===== src/hdl/twoopt_pkg.sv =====
// Shared types, constants and microcode program of the 2-opt move engine
package twoopt_pkg;

  localparam int FUNC_W  = 3;
  localparam int IDX_W   = 8;
  localparam int CITY_W  = 8;
  localparam int VALUE_W = 24;
  localparam int DELTA_W = 18;
  localparam int COST_W  = 24;
  localparam int PC_W    = 5;

  localparam int DEF_CITIES    = 256;
  localparam int DEF_DIST_BITS = 16;

  localparam logic [FUNC_W-1:0] FUNC_WR_TOUR = 3'd0;
  localparam logic [FUNC_W-1:0] FUNC_WR_DIST = 3'd1;
  localparam logic [FUNC_W-1:0] FUNC_SET_COST = 3'd2;
  localparam logic [FUNC_W-1:0] FUNC_EVAL = 3'd3;
  localparam logic [FUNC_W-1:0] FUNC_APPLY = 3'd4;

  localparam logic [PC_W-1:0] S_IDLE    = 5'd0;
  localparam logic [PC_W-1:0] S_DISP    = 5'd1;
  localparam logic [PC_W-1:0] S_WTOUR   = 5'd2;
  localparam logic [PC_W-1:0] S_WDIST   = 5'd3;
  localparam logic [PC_W-1:0] S_SETC    = 5'd4;
  localparam logic [PC_W-1:0] S_MV0     = 5'd5;
  localparam logic [PC_W-1:0] S_MV1     = 5'd6;
  localparam logic [PC_W-1:0] S_MV2     = 5'd7;
  localparam logic [PC_W-1:0] S_MV3     = 5'd8;
  localparam logic [PC_W-1:0] S_D0      = 5'd9;
  localparam logic [PC_W-1:0] S_D1      = 5'd10;
  localparam logic [PC_W-1:0] S_D2      = 5'd11;
  localparam logic [PC_W-1:0] S_D3      = 5'd12;
  localparam logic [PC_W-1:0] S_D4      = 5'd13;
  localparam logic [PC_W-1:0] S_SAT     = 5'd14;
  localparam logic [PC_W-1:0] S_NEWC    = 5'd15;
  localparam logic [PC_W-1:0] S_LOOP    = 5'd16;
  localparam logic [PC_W-1:0] S_RDHI    = 5'd17;
  localparam logic [PC_W-1:0] S_WRLO    = 5'd18;
  localparam logic [PC_W-1:0] S_WRHI    = 5'd19;
  localparam logic [PC_W-1:0] S_COMMIT  = 5'd20;
  localparam logic [PC_W-1:0] S_EMIT_M  = 5'd21;
  localparam logic [PC_W-1:0] S_EMIT_P  = 5'd22;
  localparam logic [PC_W-1:0] S_EMIT_I  = 5'd23;

  typedef enum logic [2:0] {
    T_A, T_A1, T_B, T_B1, T_LO, T_HI
  } tsel_t;

  typedef enum logic [2:0] {
    C_NONE, C_V1, C_V1N, C_V2, C_V2N, C_TLO
  } tcap_t;

  typedef enum logic [1:0] {
    W_NONE, W_ITEM, W_LO, W_HI
  } twr_t;

  typedef enum logic [1:0] {
    D_V1V2, D_V1NV2N, D_V1V1N, D_V2V2N
  } dsel_t;

  typedef enum logic [1:0] {
    A_HOLD, A_CLR, A_ADD, A_SUB
  } acc_t;

  typedef enum logic [2:0] {
    L_NONE, L_COST, L_DELTA, L_NEWC, L_COMMIT, L_STEP
  } ld_t;

  typedef enum logic [1:0] {
    E_NONE, E_PLAIN, E_INV, E_MOVE
  } emit_t;

  typedef enum logic [2:0] {
    J_NEXT, J_ALWAYS, J_START, J_FUNC, J_INVALID, J_EVAL, J_DONE
  } jmp_t;

  typedef struct packed {
    tsel_t           tsel;
    tcap_t           tcap;
    twr_t            twr;
    dsel_t           dsel;
    logic            dwr;
    acc_t            acc;
    ld_t             ld;
    emit_t           emit;
    jmp_t            jmp;
    logic [PC_W-1:0] target;
  } ctrl_t;

  typedef struct packed {
    logic [FUNC_W-1:0] func;
    logic              invalid;
    logic              is_eval;
    logic              more;
  } dp_stat_t;

  localparam ctrl_t CTRL_NOP = '{
    tsel: T_A, tcap: C_NONE, twr: W_NONE, dsel: D_V1V2, dwr: 1'b0,
    acc: A_HOLD, ld: L_NONE, emit: E_NONE, jmp: J_NEXT, target: S_IDLE
  };

  function automatic logic [PC_W-1:0] dispatch(input logic [FUNC_W-1:0] func);
    logic [PC_W-1:0] t;
    unique case (func) inside
      FUNC_WR_TOUR:          t = S_WTOUR;
      FUNC_WR_DIST:          t = S_WDIST;
      FUNC_SET_COST:         t = S_SETC;
      FUNC_EVAL, FUNC_APPLY: t = S_MV0;
      default:               t = S_EMIT_P;
    endcase
    return t;
  endfunction

  function automatic ctrl_t ucode(input logic [PC_W-1:0] pc);
    ctrl_t w;
    w = CTRL_NOP;
    unique case (pc)
      S_IDLE:   begin w.jmp = J_START; w.target = S_DISP; end
      S_DISP:   begin w.jmp = J_FUNC; end
      S_WTOUR:  begin w.twr = W_ITEM; w.jmp = J_ALWAYS; w.target = S_EMIT_P; end
      S_WDIST:  begin w.dwr = 1'b1; w.jmp = J_ALWAYS; w.target = S_EMIT_P; end
      S_SETC:   begin w.ld = L_COST; w.jmp = J_ALWAYS; w.target = S_EMIT_P; end
      S_MV0:    begin w.tsel = T_A; w.jmp = J_INVALID; w.target = S_EMIT_I; end
      S_MV1:    begin w.tsel = T_A1; w.tcap = C_V1; end
      S_MV2:    begin w.tsel = T_B; w.tcap = C_V1N; end
      S_MV3:    begin w.tsel = T_B1; w.tcap = C_V2; end
      S_D0:     begin w.tcap = C_V2N; w.acc = A_CLR; w.dsel = D_V1V2; end
      S_D1:     begin w.dsel = D_V1NV2N; w.acc = A_ADD; end
      S_D2:     begin w.dsel = D_V1V1N; w.acc = A_ADD; end
      S_D3:     begin w.dsel = D_V2V2N; w.acc = A_SUB; end
      S_D4:     begin w.acc = A_SUB; end
      S_SAT:    begin w.ld = L_DELTA; end
      S_NEWC:   begin w.ld = L_NEWC; w.jmp = J_EVAL; w.target = S_EMIT_M; end
      S_LOOP:   begin w.tsel = T_LO; w.jmp = J_DONE; w.target = S_COMMIT; end
      S_RDHI:   begin w.tsel = T_HI; w.tcap = C_TLO; end
      S_WRLO:   begin w.twr = W_LO; end
      S_WRHI:   begin
        w.twr = W_HI; w.ld = L_STEP; w.jmp = J_ALWAYS; w.target = S_LOOP;
      end
      S_COMMIT: begin w.ld = L_COMMIT; end
      S_EMIT_M: begin w.emit = E_MOVE; w.jmp = J_ALWAYS; w.target = S_IDLE; end
      S_EMIT_P: begin w.emit = E_PLAIN; w.jmp = J_ALWAYS; w.target = S_IDLE; end
      S_EMIT_I: begin w.emit = E_INV; w.jmp = J_ALWAYS; w.target = S_IDLE; end
      default:  begin w.jmp = J_ALWAYS; w.target = S_IDLE; end
    endcase
    return w;
  endfunction

endpackage


===== src/hdl/twoopt_seq.sv =====
// Microcode sequencer: step counter, control store lookup and jump logic
module twoopt_seq
  import twoopt_pkg::*;
(
  input  logic     clk,
  input  logic     rst,
  input  logic     start,
  input  dp_stat_t stat,
  output ctrl_t    ctrl,
  output logic     accept,
  output logic     busy
);

  logic [PC_W-1:0] upc;
  logic [PC_W-1:0] upc_next;
  logic [PC_W-1:0] upc_inc;

  assign ctrl    = ucode(upc);
  assign upc_inc = upc + 1'b1;
  assign busy    = (upc != S_IDLE);
  assign accept  = start && !busy;

  always_comb begin
    unique case (ctrl.jmp)
      J_NEXT:    upc_next = upc_inc;
      J_ALWAYS:  upc_next = ctrl.target;
      J_START:   upc_next = start ? ctrl.target : upc;
      J_FUNC:    upc_next = dispatch(stat.func);
      J_INVALID: upc_next = stat.invalid ? ctrl.target : upc_inc;
      J_EVAL:    upc_next = stat.is_eval ? ctrl.target : upc_inc;
      J_DONE:    upc_next = stat.more ? upc_inc : ctrl.target;
      default:   upc_next = S_IDLE;
    endcase
  end

  always_ff @(posedge clk) begin
    if (rst) begin
      upc <= S_IDLE;
    end else begin
      upc <= upc_next;
    end
  end

endmodule


===== config.mk =====
export PLATFORM = sky130hd
export DESIGN_NAME = twoopt_seq
export DESIGN_NICKNAME = d
export VERILOG_FILES = /design/src/hdl/twoopt_pkg.sv /design/src/hdl/twoopt_seq.sv
export SDC_FILE = /design/constraint.sdc
export NUM_CORES = 1
export LEC_CHECK = 0
export BUFFER_PORTS_ARGS = -buffer_cell sky130_fd_sc_hd__buf_2
export CAP_MARGIN = 30
export CORE_MARGIN = 4
export CORE_UTILIZATION = 54
export CTS_CLUSTER_SIZE = 20
export DETAILED_ROUTE_END_ITERATION = 8
export HOLD_SLACK_MARGIN = 0.15
export PLACE_DENSITY = 0.88
export SETUP_SLACK_MARGIN = 0.05
export SYNTH_ARGS = -nofsm -noshare
export SYNTH_HDL_FRONTEND = slang
export SYNTH_SLANG_ARGS = --single-unit

===== constraint.sdc =====
create_clock -name clk -period 7.1 [get_ports clk]
set_input_delay 1.065 -clock clk [delete_from_list [all_inputs] [get_ports clk]]
set_output_delay 1.065 -clock clk [all_outputs]
set_load 0.01 [all_outputs]

# --- Yosys cells after proc, flatten, opt, wreduce, memory -nomap -nowiden ---
# Index checks and enable logic that the tools add are counted.
word_totals:
  regBits: 5
  latchBits: 0
  ramBits: 0
  romBits: 0
  output_inout_bits: 28
  word_cells: 63
  n_memories: 0
classes:
  addsub: 1
  n_mul: 0
  n_div: 0
  magnitude_cmp: 0
  n_eq_ne: 34
  shifts: 0
  n_mux: 16
  n_bitwise: 0
  reduce_logical: 11
op_table:
  columns: ["operator", "n"]
  rows:
  - ["$pmux 3 s5", 3]
  - ["$eq 5x4->1 const B", 8]
  - ["$eq 5x5->1 const B", 8]
  - ["$pmux 5 s7", 1]
  - ["$pmux 5 s6", 1]
  - ["$pmux 2 s3", 4]
  - ["$eq 5x3->1 const B", 4]
  - ["$mux 5", 4]
  - ["$pmux 5 s4", 1]
  - ["$pmux 3 s6", 1]
  - ["$eq 3x2->1 const B", 4]
  - ["$eq 3x3->1 const B", 4]
  - ["$reduce_or 12->1", 1]
  - ["$eq 5x2->1 const B", 2]
  - ["$eq 3x1->1 const B", 2]
  - ["$logic_not 3->1", 2]
  - ["$reduce_or 2->1", 3]
  - ["$add 5x1->5 const B", 1]
  - ["$eq 5x1->1 const B", 1]
  - ["$logic_not 5->1", 1]
  - ["$reduce_bool 5->1", 1]
  - ["$reduce_or 3->1", 1]
  - ["$ne 2x2->1 const B", 1]
  - ["$logic_and 1x1->1", 1]
  - ["2 further kinds", 2]

# --- Depth between registers and ports, before layout ---
depth:
  depth_word: 5
  ltp_mapped: 11
  ltp_nobuf: 9

# --- Worst setup path after synthesis ---
# OpenSTA, ideal clock, no wires.
synth_path:
  path_type: "register to output"
  start: "reg upc[2]"
  end: "out ctrl[4] (netlist bit)"
  arrival_time_ps: 1912
  slack_ps: 4123
  path_stages_with_launch: 9
  path_cell_list: "dfxtp_1 buf_4 clkbuf_1 and3_1 ha_1 buf_4 a311oi_4 nand2b_1 o21bai_1"
synth_lines:
  columns: ["item", "line_no", "text"]
  rows:
  - ["from (decl)", "twoopt_seq.sv:14", "logic [PC_W-1:0] upc;"]
  - ["from (signal assigned)", "twoopt_seq.sv:40", "upc <= upc_next;"]
  - ["to (decl)", "twoopt_seq.sv:9", "output ctrl_t ctrl,"]

==> summary.txt <==
Ant. Diodes = 0
Crit-path max FO = 19
R2R depth = 8
Final Non-Filler Cells = 205
Reg area = 100.1 um^2
Mapped Avg Cell Area = 6.927 um^2
Core box area = 1802 um^2
Worst path required time = 6.03 ns
Fin nets = 195
Async SR Flop Fraction = 0
Worst skew pair latency = 0.25 ns
Die Height = 52.30 um
Final setup viols = 0
WS Path Type = register to output pin
Clock Sinks = 5
Fin. Hold Viols = 0
CTS buffer count = 3
Post-CTS setup buffer count = 0
Largest net degree at the start of global routing = 25
Max reg flops = 5
Final setup TNS = 0 ns
Mapped Cells = 153
First-pass GRT wire length = 5.140 mm
RSZ-0062 raised after global routing = false
Max VDD drop = 0.0002096 V
Area Overhead vs Synth = 14.05%
Final Slew Violations = 0
Post-route total power = 441.3 uW
Initial DRT Pass Iterations = 4
DR iter-0 viols = 43
Yosys cell types = 48
Number of global-route vias before repair = 1146
Combinational group share of total power = 0.793
Drt wl/cell = 15.02 um
Worst min path class = register to register
Top-area cell type share of the netlist area = 0.09445
Worst-Margin Slew = 0.8168 ns
Layout cells sized above 1 = 0.2944
Root buf cell = clkbuf_4
Largest Register = upc
Switching share of power = 0.5538
Clock slew at reported path FFs = 0.05 ns
CTS tree = yes
Hold slack = 0.6575 ns
CP arrival = 2.52 ns
# fillers = 173
Critical path startpoint category = register
Run status = complete, no violations
Primary FF master, synth = dfxtp_1
Initial Util = 0.5882
GR Util All Layers = 0.2420
NetSw = 244.4 uW
Leakage power = 0.0005691 uW
Clk_skew = 0.01103 ns
Post-Route WL = 3.080 mm
Antenna Violating Nets Remaining = 0
Synth Cell Area = 1060 um^2
Die X = 52.30 um
Area occupied by multi-input gates = 840.8 um^2
Maximum clock rate = 278.7 MHz
Post-CTS Resized = 0
Critical path capture point type = output pin
Post-synth EDFFs = 0
YS warnings = 0
Synthesis-stage register bit count = 5
Clock Path Buffers = 2
I/O pin total = 37
# DRC = 0
MaxCap Viol Count = 0
Seq/Total Area, Yosys = 0.09445
Top cell type by total area after synthesis = dfxtp_1
Worst slew margin = 0.4547
Syn nets = 167
Routed vias/inst = 6.059
PwrDens = 365.1 nW/um^2
Period utilization = 0.5054
Hold path depth = 2
Via count = 1242
CTS Hold Bufs = 0
Largest regs = upc x5
Global route overflow = 0
Rows = 15
Detailed Place HPWL = 2.443 mm
Top post-synthesis cells by area = dfxtp_1, nor2_1, a21oi_1
Initial antenna violation count = 0
Clock Power Share = 0.078
IO Port Bufs = 35
GPL Wtd Cong = 1.038
Placed Cells = 201
Die ar. = 2735 um^2
P_int = 196.9 uW
Sequential power share = 0.128
Fin crit period = 3.588 ns
H-tree levels = 1
==> cells in the final DEF, fill, tap and decap left out, types with 2 or more instances in the layout <==
| cell type | Yosys | layout |
|---|---|---|
| nor2_1 | 18 | 18 |
| ha_1 | 5 | 5 |
| a21oi_1 | 13 | 13 |
| and3_1 | 6 | 6 |
| dfxtp_1 | 5 | 5 |
| o211a_1 | 2 | 2 |
| o21ai_0 | 8 | 8 |
| or2_2 | 2 | 2 |
| o221ai_1 | 2 | 2 |
| nand2b_1 | 7 | 7 |
| o31ai_1 | 2 | 2 |
| clkbuf_4 | 0 | 3 |
| a2bb2oi_1 | 2 | 2 |
| nor2b_1 | 4 | 4 |
| o21ai_2 | 2 | 2 |
| nand2_2 | 2 | 2 |
| o22ai_1 | 2 | 2 |
| nand2_1 | 14 | 14 |
| nand3_1 | 4 | 4 |
| nor3_1 | 3 | 3 |
| buf_2 | 2 | 35 |
| mux2i_1 | 5 | 5 |
| o21bai_1 | 2 | 2 |
| inv_1 | 9 | 9 |
==> critical path, stage by stage (launching register included) <==
cell      delay, ns
dfxtp_1        0.81
inv_1          0.17
ha_1           0.37
a311oi_4       0.40
nand2_2        0.13
o21bai_1       0.21
buf_2          0.17
==> synth_stat cells, drive strengths merged, types with 2 or more instances <==
cell type and count:
o21ai 10, and3 6, a21oi 14, a2bb2oi 2, buf 10, or2 2, ha 5, o31ai 2
o21bai 2, mux2i 5, nor2b 4, nor2 19, nand2 16, o211a 2, clkbuf 2, nand3 4
nor3 4, nand2b 7, o221ai 2, o22ai 2, a211oi 2, inv 9, dfxtp 5
==> power by group through the flow <==
stage,Sequential (uW),Combinational (uW),Clock [uW]
finish,56.6,350,34.6
global route,58.5,386,37.1
CTS,56.0,345,35.6
detailed placement,56.6,342,0
global placement,55.6,338,0
floorplan,42.1,273,0
==> cell families after synthesis <==
family,Yosys count,synth area share
AOI/OAI and AO/OA,47,0.3247
xor gates and xnor gates,2,0.01653
adders and majority gates,5,0.05903
buffers and inverters,21,0.1122
DFF,5,0.09445
muxes,5,0.04723
other,1,0.003539
and+or+nand+nor,67,0.3424
==> path summary, 6_finish.rpt <==
kind | start | endpoint | slack, ns
max reg2reg | upc[2] | upc[1] | 4.38
max | upc[4] | ctrl[5] | 3.51
min reg2reg | upc[0] | upc[0] | 0.66
min | upc[0] | upc[0] | 0.66
==> cell type report <==
type / instances / area share
Clock buffer: 3 / 0.01863
Clock inverter: 1 / 0.004141
Multi-Input combinational cell: 127 / 0.6957
Timing Repair Buffer: 35 / 0.1449
Sequential cell: 5 / 0.08282
Tap cell: 25 / 0.02588
Inverter: 9 / 0.02795
==> per-stage QoR <==
stage               setup WS (ns)  cell area (um^2)    util
floorplan                   4.123              1060       -
global placement            3.961              1181  0.6556
detailed placement          3.865              1181  0.6556
CTS                         3.592              1209  0.6708
global route                3.397              1209  0.6708
finish                      3.512              1209  0.6708
==> routing by layer <==
metal | GRT usage | up-vias | part of all wire
li1 | - | 596 | -
met1 | 0.2952 | 572 | 0.42
met2 | 0.4132 | 68 | 0.48
met3 | 0.04274 | 6 | 0.079
met4 | 0.09787 | 0 | 0.021
met5 | 0 | - | 0
(Power assumes the default switching activity.)
